<file path="src/rtl/core/i2p_pkg.sv">
package i2p_pkg;

  // sizing
  localparam int STACK_DEPTH  = 16;
  localparam int OPERAND_BITS = 16;
  localparam int KIND_W       = 4;
  localparam int CNT_W        = $clog2(STACK_DEPTH + 1);
  localparam int IDX_W        = $clog2(STACK_DEPTH);
  localparam int PRIO_W       = 4;

  // token codes
  localparam logic [KIND_W-1:0] K_OPERAND = 4'd0;
  localparam logic [KIND_W-1:0] K_ASSIGN  = 4'd1;
  localparam logic [KIND_W-1:0] K_POW     = 4'd2;
  localparam logic [KIND_W-1:0] K_MINUS   = 4'd3;
  localparam logic [KIND_W-1:0] K_MUL     = 4'd4;
  localparam logic [KIND_W-1:0] K_DIV     = 4'd5;
  localparam logic [KIND_W-1:0] K_PLUS    = 4'd6;
  localparam logic [KIND_W-1:0] K_OPEN    = 4'd7;
  localparam logic [KIND_W-1:0] K_CLOSE   = 4'd8;
  localparam logic [KIND_W-1:0] K_END     = 4'd9;
  localparam logic [KIND_W-1:0] K_NEG     = 4'd10;

  // status codes
  localparam logic [1:0] ST_OK             = 2'd0;
  localparam logic [1:0] ST_OVERFLOW       = 2'd1;
  localparam logic [1:0] ST_UNMATCHED_CLOSE = 2'd2;
  localparam logic [1:0] ST_UNMATCHED_OPEN = 2'd3;

  typedef struct packed {
    logic [KIND_W-1:0]       token_kind;
    logic [OPERAND_BITS-1:0] operand_id;
  } in_tok_t;

  typedef struct packed {
    logic [KIND_W-1:0]       out_kind;
    logic [OPERAND_BITS-1:0] out_operand_id;
    logic [1:0]              status;
    logic                    last_of_run;
  } out_res_t;

  typedef enum logic [1:0] {
    ST_IDLE,
    ST_WORK,
    ST_FLUSH
  } state_e;

  typedef enum logic [1:0] {
    CL_OPERAND,
    CL_OPERATOR,
    CL_CLOSE,
    CL_END
  } tok_class_e;

  typedef enum logic [1:0] {
    RS_OPERAND,
    RS_TOP,
    RS_CLOSE_ERR,
    RS_OVERFLOW
  } res_sel_e;

  typedef struct packed {
    logic     load_in;
    logic     pop;
    logic     push;
    res_sel_e res_sel;
    logic     load_pend;
    logic     clr_pend;
    logic     out_load;
    logic     out_from_pend;
    logic     out_last;
  } dp_cmd_t;

  typedef struct packed {
    tok_class_e tok_class;
    logic       empty;
    logic       full;
    logic       top_open;
    logic       top_pops;
    logic       pend_valid;
    logic       out_free;
  } dp_sts_t;

  // priority of an operator sitting on the stack
  function automatic logic signed [PRIO_W-1:0] in_stack_prio(input logic [KIND_W-1:0] k);
    logic signed [PRIO_W-1:0] p;
    case (k)
      K_ASSIGN:       p = -4'sd1;
      K_POW, K_NEG:   p = 4'sd3;
      K_MUL, K_DIV:   p = 4'sd2;
      K_MINUS, K_PLUS: p = 4'sd1;
      K_OPEN:         p = 4'sd0;
      default:        p = -4'sd2;
    endcase
    return p;
  endfunction

  // priority of an arriving operator
  function automatic logic signed [PRIO_W-1:0] incoming_prio(input logic [KIND_W-1:0] k);
    logic signed [PRIO_W-1:0] p;
    case (k)
      K_ASSIGN:       p = -4'sd1;
      K_POW, K_NEG:   p = 4'sd4;
      K_MUL, K_DIV:   p = 4'sd2;
      K_MINUS, K_PLUS: p = 4'sd1;
      K_OPEN:         p = 4'sd5;
      default:        p = -4'sd2;
    endcase
    return p;
  endfunction

  function automatic tok_class_e classify(input logic [KIND_W-1:0] k);
    tok_class_e c;
    case (k)
      K_END:   c = CL_END;
      K_CLOSE: c = CL_CLOSE;
      K_ASSIGN, K_POW, K_MINUS, K_MUL, K_DIV, K_PLUS, K_OPEN, K_NEG: c = CL_OPERATOR;
      default: c = CL_OPERAND;
    endcase
    return c;
  endfunction

endpackage

</file>
<file path="src/rtl/core/i2p_datapath.sv">
module i2p_datapath import i2p_pkg::*; (
  input  logic     clk_i,
  input  logic     rst_ni,
  input  in_tok_t  in_tok_i,
  input  logic     out_ready_i,
  output out_res_t out_res_o,
  output logic     out_valid_o,
  input  dp_cmd_t  cmd_i,
  output dp_sts_t  sts_o
);

  logic [KIND_W-1:0]       kind_q;
  logic [OPERAND_BITS-1:0] id_q;
  logic                    lwo_q;
  logic [CNT_W-1:0]        count_q, count_d;
  logic [KIND_W-1:0]       stack_q [STACK_DEPTH];
  out_res_t                pend_q;
  logic                    pend_valid_q, pend_valid_d;
  out_res_t                out_q, out_d;
  logic                    out_valid_q, out_valid_d;

  logic [KIND_W-1:0] in_kind;
  logic [CNT_W-1:0]  count_m1;
  logic [IDX_W-1:0]  top_idx;
  logic [KIND_W-1:0] top_kind;
  out_res_t          res;

  // minus after an operator is unary
  assign in_kind  = (in_tok_i.token_kind == K_MINUS && lwo_q) ? K_NEG : in_tok_i.token_kind;
  assign count_m1 = count_q - CNT_W'(1);
  assign top_idx  = count_m1[IDX_W-1:0];
  assign top_kind = stack_q[top_idx];

  always_comb begin
    res = '0;
    case (cmd_i.res_sel)
      RS_OPERAND: begin
        res.out_kind       = K_OPERAND;
        res.out_operand_id = id_q;
      end
      RS_TOP: begin
        res.out_kind = top_kind;
        res.status   = (top_kind == K_OPEN) ? ST_UNMATCHED_OPEN : ST_OK;
      end
      RS_CLOSE_ERR: begin
        res.out_kind = K_CLOSE;
        res.status   = ST_UNMATCHED_CLOSE;
      end
      RS_OVERFLOW: begin
        res.out_kind = kind_q;
        res.status   = ST_OVERFLOW;
      end
      default: res = '0;
    endcase
  end

  always_comb begin
    sts_o.tok_class  = classify(kind_q);
    sts_o.empty      = (count_q == '0);
    sts_o.full       = (count_q == CNT_W'(STACK_DEPTH));
    sts_o.top_open   = (top_kind == K_OPEN);
    sts_o.top_pops   = (top_kind != K_OPEN) &&
                       (in_stack_prio(top_kind) >= incoming_prio(kind_q));
    sts_o.pend_valid = pend_valid_q;
    sts_o.out_free   = !out_valid_q || out_ready_i;
  end

  always_comb begin
    count_d = count_q;
    if (cmd_i.pop) begin
      count_d = count_m1;
    end else if (cmd_i.push) begin
      count_d = count_q + CNT_W'(1);
    end
  end

  always_comb begin
    pend_valid_d = pend_valid_q;
    if (cmd_i.load_pend) begin
      pend_valid_d = 1'b1;
    end else if (cmd_i.clr_pend) begin
      pend_valid_d = 1'b0;
    end
  end

  always_comb begin
    out_valid_d = out_valid_q;
    if (cmd_i.out_load) begin
      out_valid_d = 1'b1;
    end else if (out_ready_i) begin
      out_valid_d = 1'b0;
    end
  end

  always_comb begin
    out_d             = cmd_i.out_from_pend ? pend_q : res;
    out_d.last_of_run = cmd_i.out_last;
  end

  always_ff @(posedge clk_i or negedge rst_ni) begin
    if (!rst_ni) begin
      count_q      <= '0;
      lwo_q        <= 1'b0;
      pend_valid_q <= 1'b0;
      out_valid_q  <= 1'b0;
    end else begin
      count_q      <= count_d;
      pend_valid_q <= pend_valid_d;
      out_valid_q  <= out_valid_d;
      if (cmd_i.load_in) begin
        lwo_q <= (classify(in_kind) == CL_OPERATOR);
      end
    end
  end

  always_ff @(posedge clk_i) begin
    if (cmd_i.load_in) begin
      kind_q <= in_kind;
      id_q   <= in_tok_i.operand_id;
    end
    if (cmd_i.push) begin
      stack_q[count_q[IDX_W-1:0]] <= kind_q;
    end
    if (cmd_i.load_pend) begin
      pend_q <= res;
    end
    if (cmd_i.out_load) begin
      out_q <= out_d;
    end
  end

  assign out_res_o   = out_q;
  assign out_valid_o = out_valid_q;

endmodule

</file>
<file path="src/rtl/core/i2p_ctrl.sv">
module i2p_ctrl import i2p_pkg::*; (
  input  logic    clk_i,
  input  logic    rst_ni,
  input  logic    in_valid_i,
  output logic    in_ready_o,
  input  dp_sts_t sts_i,
  output dp_cmd_t cmd_o
);

  state_e   state_q, state_d;
  logic     gen, fin, pop, push, need_out, go;
  res_sel_e sel;

  // what one step of the current token would do
  always_comb begin
    gen  = 1'b0;
    fin  = 1'b0;
    pop  = 1'b0;
    push = 1'b0;
    sel  = RS_OPERAND;
    case (sts_i.tok_class)
      CL_OPERAND: begin
        gen = 1'b1;
        fin = 1'b1;
      end
      CL_END: begin
        if (sts_i.empty) begin
          fin = 1'b1;
        end else begin
          gen = 1'b1;
          sel = RS_TOP;
          pop = 1'b1;
        end
      end
      CL_CLOSE: begin
        if (sts_i.empty) begin
          gen = 1'b1;
          sel = RS_CLOSE_ERR;
          fin = 1'b1;
        end else if (sts_i.top_open) begin
          pop = 1'b1;
          fin = 1'b1;
        end else begin
          gen = 1'b1;
          sel = RS_TOP;
          pop = 1'b1;
        end
      end
      CL_OPERATOR: begin
        if (!sts_i.empty && sts_i.top_pops) begin
          gen = 1'b1;
          sel = RS_TOP;
          pop = 1'b1;
        end else if (sts_i.full) begin
          gen = 1'b1;
          sel = RS_OVERFLOW;
          fin = 1'b1;
        end else begin
          push = 1'b1;
          fin  = 1'b1;
        end
      end
      default: fin = 1'b1;
    endcase
  end

  assign need_out = (gen && (sts_i.pend_valid || fin)) || (!gen && fin && sts_i.pend_valid);
  assign go       = !need_out || sts_i.out_free;

  always_comb begin
    state_d    = state_q;
    cmd_o      = '0;
    cmd_o.res_sel = sel;
    in_ready_o = 1'b0;
    case (state_q)
      ST_IDLE: begin
        in_ready_o    = 1'b1;
        cmd_o.load_in = in_valid_i;
        if (in_valid_i) begin
          state_d = ST_WORK;
        end
      end
      ST_WORK: begin
        if (go) begin
          cmd_o.pop  = pop;
          cmd_o.push = push;
          if (gen) begin
            if (sts_i.pend_valid) begin
              cmd_o.out_load      = 1'b1;
              cmd_o.out_from_pend = 1'b1;
              cmd_o.load_pend     = 1'b1;
              if (fin) begin
                state_d = ST_FLUSH;
              end
            end else if (fin) begin
              cmd_o.out_load = 1'b1;
              cmd_o.out_last = 1'b1;
              state_d        = ST_IDLE;
            end else begin
              cmd_o.load_pend = 1'b1;
            end
          end else if (fin) begin
            if (sts_i.pend_valid) begin
              cmd_o.out_load      = 1'b1;
              cmd_o.out_from_pend = 1'b1;
              cmd_o.out_last      = 1'b1;
              cmd_o.clr_pend      = 1'b1;
            end
            state_d = ST_IDLE;
          end
        end
      end
      ST_FLUSH: begin
        if (sts_i.out_free) begin
          cmd_o.out_load      = 1'b1;
          cmd_o.out_from_pend = 1'b1;
          cmd_o.out_last      = 1'b1;
          cmd_o.clr_pend      = 1'b1;
          state_d             = ST_IDLE;
        end
      end
      default: state_d = ST_IDLE;
    endcase
  end

  always_ff @(posedge clk_i or negedge rst_ni) begin
    if (!rst_ni) begin
      state_q <= ST_IDLE;
    end else begin
      state_q <= state_d;
    end
  end

endmodule

</file>
<file path="src/rtl/core/infix_to_postfix_converter_unit.sv">
// result path: an accepted operand is held in the token register, then moves to the output
// register when free; per token: accept, one pop per stack entry, then a finish step (push,
//   matched open, empty-stack check, operand, overflow or stray close); a stray close after
//   pops sends its held result in one more step; output stalls hold any of these steps
// pops run one stack entry per cycle unless the output stalls; tokens are taken only in idle
// reset: sequencer idle; stack count, operator flag, pending and output valid cleared
module infix_to_postfix_converter_unit import i2p_pkg::*; (
  input  logic     clk_i,
  input  logic     rst_ni,
  input  logic     in_valid_i,
  output logic     in_ready_o,
  input  in_tok_t  in_tok_i,
  output logic     out_valid_o,
  input  logic     out_ready_i,
  output out_res_t out_res_o
);

  // command and status bundles between the sequencer and the stack datapath
  dp_cmd_t cmd;
  dp_sts_t sts;

  // sequencer: one step of the shunting-yard loop per cycle unless the output stalls
  i2p_ctrl u_ctrl (
    .clk_i      (clk_i),
    .rst_ni     (rst_ni),
    .in_valid_i (in_valid_i),
    .in_ready_o (in_ready_o),
    .sts_i      (sts),
    .cmd_o      (cmd)
  );

  // datapath: token register, operator stack, one pending result held back so that
  // the final result of a run can be marked, and the output register
  i2p_datapath u_dp (
    .clk_i       (clk_i),
    .rst_ni      (rst_ni),
    .in_tok_i    (in_tok_i),
    .out_ready_i (out_ready_i),
    .out_res_o   (out_res_o),
    .out_valid_o (out_valid_o),
    .cmd_i       (cmd),
    .sts_o       (sts)
  );

  // a new transaction only starts with nothing held back
  assert property (@(posedge clk_i) disable iff (!rst_ni)
    in_ready_o |-> !sts.pend_valid)
    else $error("pending result left over at token accept");

  // never push onto a full stack
  assert property (@(posedge clk_i) disable iff (!rst_ni)
    cmd.push |-> !sts.full)
    else $error("push onto full operator stack");

  // never pop an empty stack
  assert property (@(posedge clk_i) disable iff (!rst_ni)
    cmd.pop |-> !sts.empty)
    else $error("pop of empty operator stack");

  // output register is only reloaded when free
  assert property (@(posedge clk_i) disable iff (!rst_ni)
    cmd.out_load |-> sts.out_free)
    else $error("output register overwritten while stalled");

endmodule

</file>
<file path="config.mk">
export PLATFORM = sky130hd
export DESIGN_NAME = infix_to_postfix_converter_unit
export DESIGN_NICKNAME = d
export VERILOG_FILES = /design/src/rtl/core/i2p_pkg.sv /design/src/rtl/core/i2p_datapath.sv /design/src/rtl/core/i2p_ctrl.sv /design/src/rtl/core/infix_to_postfix_converter_unit.sv
export SDC_FILE = /design/constraint.sdc
export NUM_CORES = 1
export LEC_CHECK = 0
export BUFFER_PORTS_ARGS = -buffer_cell sky130_fd_sc_hd__buf_2
export CORE_ASPECT_RATIO = 0.8
export CORE_MARGIN = 5
export CORE_UTILIZATION = 35
export DETAILED_ROUTE_END_ITERATION = 10
export PLACE_DENSITY = 0.63
export RECOVER_POWER = 25
export SLEW_MARGIN = 0
export SYNTH_ARGS = -nofsm -noshare
export SYNTH_HDL_FRONTEND = slang
export SYNTH_SLANG_ARGS = --single-unit
</file>
<file path="constraint.sdc">
create_clock -name clk_i -period 6.52 [get_ports clk_i]
set_input_delay 0 -clock clk_i [delete_from_list [all_inputs] [get_ports clk_i]]
set_output_delay 0 -clock clk_i [all_outputs]
set_load 0.01 [all_outputs]
</file>
==> flow_metrics.env, run 1 <==
export IMPL_path_cells="inv_1 -> ha_1 -> mux2_2 -> mux4_2 -> nor2_1 -> a21oi_1 -> inv_1 -> nor2_1 -> nor3_1 -> a21oi_1 -> ha_1 -> nand2b_1 -> a21oi_1 -> o211ai_1 -> a211oi_1 -> o21ai_0 -> nand2_1 -> a221oi_4 -> nor2_4 -> and3_1"
export IMPL_dpl_hpwl_mm=9.26
export IMPL_seq_area_um2=4240
export IMPL_rsz0062_at_grt="false"
export IMPL_grt_pass1_wl_mm=21.8
export IMPL_final_fill_count=1673
export IMPL_synthArstFlopShare_pct=6.90
export IMPL_setup_ws_ps=831
export IMPL_finalCriticalPeriod_ps=5690
export IMPL_slew_headroom_pct=18.3
export IMPL_cts_clk_slew_worst_paths_ps=60
export IMPL_ys_seq_area_share_pct=64.6
export IMPL_die_x_um=163
export IMPL_worstSetupStartpoint="u_dp.count_q[1]"
export IMPL_synth_nets=501
export IMPL_final_cell_mix="edfxtp_1, buf_2, and3_1, nand2_1, mux2_2"
export IMPL_antenna_found_initial=0
export IMPL_drt_initial_drc_count=329
export IMPL_multi_input_area_um2=2140
export IMPL_avgRoutedWirePerCell_um=16.8
export IMPL_synth_edf_count=129
export IMPL_die_area_um2=21600
export IMPL_dr_total_vias=3993
export IMPL_mappedNetlistArea_um2=6570
export IMPL_tns_ps=0
export IMPL_drcViolationCount=0
export IMPL_clk_latency_ps=420
export IMPL_layout_drive_gt1_share_pct=22.0
export IMPL_htreeDepth=4
export IMPL_fin_crit_sh_pct=87.3
export IMPL_ys_ff_latch=145
export IMPL_critical_path_top_cell_by_count="a21oi_1"
export IMPL_synth_main_ff_cell="edfxtp_1"
export IMPL_cap_violations=0
export IMPL_fin_skew_ps=12.3
export IMPL_grt_max_degree=26
export IMPL_cts_root_buf="clkbuf_16"
export IMPL_utilization_pct=43.1
export IMPL_drv_slew=0
export IMPL_coreArea_um2=18300
export IMPL_timing_final_hold_violations=0
export IMPL_required_ps=6680
export IMPL_grt_ovfl_total=0
export IMPL_grt_pass1_vias=4085
export IMPL_final_common_cell="edfxtp_1"
export IMPL_critPathKind="reg -> reg"
export IMPL_fmax_mhz=176
export IMPL_final_nets=581
export IMPL_ys_types=53
export IMPL_cts_tree="yes"
export IMPL_hp_class="in -> reg"
export IMPL_viasPerCell=4.95
export IMPL_max_stage_delay_ps=880
export IMPL_synth_warnings=0
export IMPL_antenna_left=0
export IMPL_path_delay_family="compound AO/OA/AOI/OAI gates"
export IMPL_cts_buffer_depth=2
export IMPL_stdcell_area_um2=7870
export IMPL_antenna_diode_count=0
export IMPL_reg2reg_from="u_dp.count_q[1]"
export IMPL_hp_start="in_valid_i"
export IMPL_worstMarginPinSlew_ps=1220
export IMPL_io_pins=49
export IMPL_area_delta_synth_final_pct=19.8
export IMPL_crit_path_start_kind="flip-flop"
export IMPL_row_count=44
export IMPL_drt_total_wl_mm=13.5
export IMPL_portBuffers=48
export IMPL_cp_slowest_cell="ha_1"
export IMPL_place_area_um2=7080
export IMPL_setup_viol=0
export IMPL_track_usage_pct=13.0
export IMPL_dp_slack_ps=919
export IMPL_gp_congestion=0.850
export IMPL_syn_inst=461
export IMPL_syn_area_per_cell_um2=14.2
export IMPL_ctsResizeCount=0
export IMPL_crit_path_end_kind="flip-flop"
export IMPL_numCtsBuffers=17
export IMPL_firstDrtPassIters=4
export IMPL_initial_core_util_pct=35.9
export IMPL_cp_arrival_ps=5840
export IMPL_clock_sinks=145
export IMPL_cp_buffers_inverters=2
export IMPL_cp_max_fo=20
export IMPL_status="finished clean"
export IMPL_die_height_um=133
==> worst paths after layout <==
kind | slack [ps] | cells past startpoint | endpoint
min in group asynchronous | 660 | 3 | u_ctrl.state_q[1]
worst min register to register | 530 | 2 | u_dp.out_res_o[19]
max in group asynchronous | 5460 | 3 | u_dp.count_q[1]
worst max register to register | 830 | 20 | u_dp.stack_q[2][3]
worst min-delay path | 80 | 5 | u_ctrl.state_q[1]
worst max-delay path | 830 | 20 | u_dp.stack_q[2][3]
==> area by class of cell <==
cell class / count / share of cell area [%]
clock inverter: 15 / 2.02
sequential: 145 / 53.9
clock buffer: 17 / 5.41
inverter: 21 / 1.00
tap: 253 / 4.02
timing repair buffer: 79 / 6.39
multi-input combinational: 277 / 27.2
==> synth_stat cells, types with 3 or more instances <==
cell,n,area [um^2]
edfxtp_1,129,3870
and3_1,33,206
nand2_1,32,120
mux2_2,31,349
mux2i_1,24,240
nor2_1,23,86.3
a21oi_1,21,105
inv_1,19,71.3
ha_1,16,200
o21ai_0,13,65.1
clkbuf_1,10,37.5
dfrtp_1,10,250
nand2b_1,9,56.3
mux4_2,8,180
nand3_1,7,35.0
dfxtp_1,6,120
nor2b_1,5,31.3
nor3_1,5,25.0
o31ai_1,4,30.0
xnor2_1,4,35.0
a31oi_1,3,18.8
and2_1,3,18.8
buf_4,3,22.5
or4_1,3,22.5
xor2_1,3,26.3
==> sequential cells by signal, indices dropped and copies added (netlist names), named ones only <==
name and cells:
u_dp.kind_q 4, u_dp.out_res_o 23, u_ctrl.state_q 2, u_dp.pend_q 22, u_dp.sts_o 2, u_dp.stack_q 64
u_dp.lwo_q 1, u_dp.id_q 16, u_dp.count_q 5, u_dp.out_valid_o 1, u_dp.pend_valid_q 1
==> per-stage QoR <==
stage	std cells	hold WS [ps]
final	807	77.5
after global routing	807	90.5
after CTS	807	74.8
after detailed placement	752	-97.7
after global placement	752	-108
after floorplan	461	-296
==> worst min-delay path, stage by stage <==
cell     delay, ps
buf_2          100
nor2b_1        110
a21oi_1         70
nand3_1         80
o32ai_1         80
==> routing by layer <==
| layer | track usage (%) | wire (um) |
|---|---|---|
| met1 | 18.0 | 6380 |
| met2 | 19.9 | 6400 |
| met3 | 2.99 | 687 |
| met4 | 4.84 | 76 |
| met5 | 0 | 0 |
==> timing repair <==
item                       CTS  global route
setup buffers                0             0
hold buffers                23             0
setup endpoints to repair    0             0
hold endpoints to repair    30             0
==> cell families (layout without fill, tap and decap cells) <==
kind of cell / Yosys count / in the layout / synth area share, %
compound gates: 60 / 60 / 6.14
xor+xnor: 8 / 8 / 1.18
fa+ha+maj: 16 / 16 / 3.05
buf+inv: 39 / 132 / 2.92
flops: 145 / 145 / 64.6
mux: 63 / 63 / 11.7
simple gates: 130 / 130 / 10.4
Power of run 1 is left out: the tool's default activity adds up to more than one toggle a clock period on the data nets, which glitch-free logic cannot reach.
==> inputs of run 2 (changes only) <==
--- a/config.mk
+++ b/config.mk
@@ -6,8 +6,7 @@
 export NUM_CORES = 1
 export LEC_CHECK = 0
 export BUFFER_PORTS_ARGS = -buffer_cell sky130_fd_sc_hd__buf_2
-export CORE_ASPECT_RATIO = 0.8
-export CORE_MARGIN = 5
+export CORE_MARGIN = 2
 export CORE_UTILIZATION = 35
 export DETAILED_ROUTE_END_ITERATION = 10
 export PLACE_DENSITY = 0.63
==> run 2 against run 1 <==
  * Flip-flop and latch count did not move
  * Global-route usage up 1.6 points
  * Routed wire length increased by 2.0%
  * Critical path depth is the same
  * Via count is 0.35% higher
  * First-iteration DRC count rose by 2.1%
  * Critical path type unchanged
  * Critical endpoint is now u_dp.stack_q[13][1]
  * Largest cell class unchanged
==> flow_metrics.env, run 2 (same netlist as run 1, synthesis figures left out) <==
export IMPL_status="finished clean"
export IMPL_dpl_hpwl_mm=9.37
export IMPL_cts_hold_buf=23
export IMPL_tns_ps=0
export IMPL_setup_viol=0
export IMPL_grt_use_met3_pct=4.96
export IMPL_reg2reg_from="u_dp.count_q[1]"
export IMPL_cp_arrival_ps=5870
export IMPL_final_common_cell="edfxtp_1"
export IMPL_die_x_um=141
export IMPL_antenna_left=0
export IMPL_timing_final_hold_violations=0
export IMPL_crit_path_start_kind="flip-flop"
export IMPL_grt_max_degree=26
export IMPL_drt_total_wl_mm=13.8
export IMPL_numCtsBuffers=17
export IMPL_antenna_diode_count=0
export IMPL_final_fill_count=1672
export IMPL_hp_start="out_ready_i"
export IMPL_fin_skew_ps=5.00
export IMPL_layout_drive_gt1_share_pct=19.9
export IMPL_area_delta_synth_final_pct=20.5
export IMPL_crit_path_end_kind="flip-flop"
export IMPL_final_nets=580
export IMPL_rsz0062_at_grt="false"
export IMPL_dr_total_vias=4007
export IMPL_drt_initial_drc_count=336
export IMPL_initial_core_util_pct=35.3
export IMPL_die_height_um=141
export IMPL_track_usage_pct=14.6
export IMPL_cp_max_fo=20
export IMPL_postCtsSetupBuffers=0
export IMPL_stdcell_area_um2=7910
export IMPL_antenna_found_initial=0
export IMPL_utilization_pct=42.6
export IMPL_fin_crit_sh_pct=87.5
export IMPL_grt_ovfl_total=0
export IMPL_row_count=50
export IMPL_cts_tree="yes"
export IMPL_worstSetupStartpoint="u_dp.count_q[1]"
export IMPL_grt_busiest_layer="met2"
export IMPL_worstMarginPinSlew_ps=923
export IMPL_place_area_um2=7060
export IMPL_grtUsageMet2_pct=23.6
export IMPL_clock_sinks=145
export IMPL_clk_latency_ps=420
export IMPL_critPathKind="reg -> reg"
export IMPL_gp_congestion=0.895
export IMPL_portBuffers=48
export IMPL_slew_headroom_pct=38.4
export IMPL_viasPerCell=5.09
export IMPL_io_pins=49
export IMPL_cap_violations=0
export IMPL_drv_slew=0
export IMPL_required_ps=6690
export IMPL_hold_slack_ps=95.1
export IMPL_htreeDepth=4
export IMPL_firstDrtPassIters=4
export IMPL_cts_root_buf="clkbuf_16"
export IMPL_cts_clk_slew_worst_paths_ps=60
export IMPL_largest_register_ffs=64
export IMPL_grt_pass1_vias=4057
export IMPL_coreArea_um2=18600
export IMPL_use_met1_pct=18.4
export IMPL_grt_pass1_wl_mm=22.0
export IMPL_finalCriticalPeriod_ps=5700
export IMPL_drcViolationCount=0
export IMPL_ctsResizeCount=0
export IMPL_final_cell_mix="edfxtp_1, and3_1, nand2_1, mux2_2, clkbuf_1"
export IMPL_fmax_mhz=175
export IMPL_avgRoutedWirePerCell_um=17.6
export IMPL_hp_class="in -> reg"
export IMPL_die_area_um2=19900
export IMPL_cts_buffer_depth=2
-- run 2: changes by cell type in the layout (fill, tap and decap cells not counted), sizes merged --
cell / change
bufinv: +3
buf: -14
inv: -1
clkbuf: +13
clkinv: -1
clkinvlp: -1
-- run 2: per-layer routing --
| metal | wire length [um] | up-vias | part of all wire (%) |
|---|---|---|---|
| met4 | 136 | 0 | 0.98 |
| met3 | 748 | 13 | 5.4 |
| li1 | - | 1897 | - |
| met5 | 0 | - | 0 |
| met2 | 6710 | 96 | 49 |
| met1 | 6230 | 2001 | 45 |
-- run 2: worst paths after layout --
| kind | endpoint | slack, ps | cells after the start |
|---|---|---|---|
| max | u_dp.stack_q[13][1] | 820 | 20 |
| min | u_dp.out_valid_o | 100 | 3 |
| max reg2reg | u_dp.stack_q[13][1] | 820 | 20 |
| min reg2reg | u_dp.lwo_q | 530 | 2 |
| max in group asynchronous | u_dp.count_q[0] | 5520 | 3 |
| min in group asynchronous | u_ctrl.state_q[0] | 640 | 3 |
-- run 2: critical path, stage by stage (launching register included) --
cell	delay (ps)
dfrtp_1	480
inv_1	110
ha_1	860
mux2_2	430
mux4_2	490
nor2_1	120
a21oi_1	100
inv_1	120
nor2_1	50
nor3_1	170
a21oi_1	70
ha_1	280
nand2b_1	100
a21oi_1	70
o211ai_1	240
a211oi_1	120
o21ai_0	390
nand2_1	260
a221oi_4	530
nor2_4	170
and3_1	290
-- run 2: layout make-up --
class                           instances  area (um^2)  area share, %
Clock buffer                           17          425           5.38
Timing Repair Buffer                   78          484           6.12
Inverter                               21         78.8          0.996
Clock inverter                         15          233           2.94
Multi-Input combinational cell        277         2150           27.2
Tap cell                              234          293           3.70
Sequential cell                       145         4240           53.6
-- run 2: through the flow --
step | instances | setup slack (ps)
4_1_cts | 787 | 882
2_1_floorplan | 461 | 734
5_1_grt | 787 | 338
6_report | 787 | 815
3_3_place_gp | 732 | 1140
3_5_place_dp | 732 | 879
Power of run 2 is left out for the same reason.
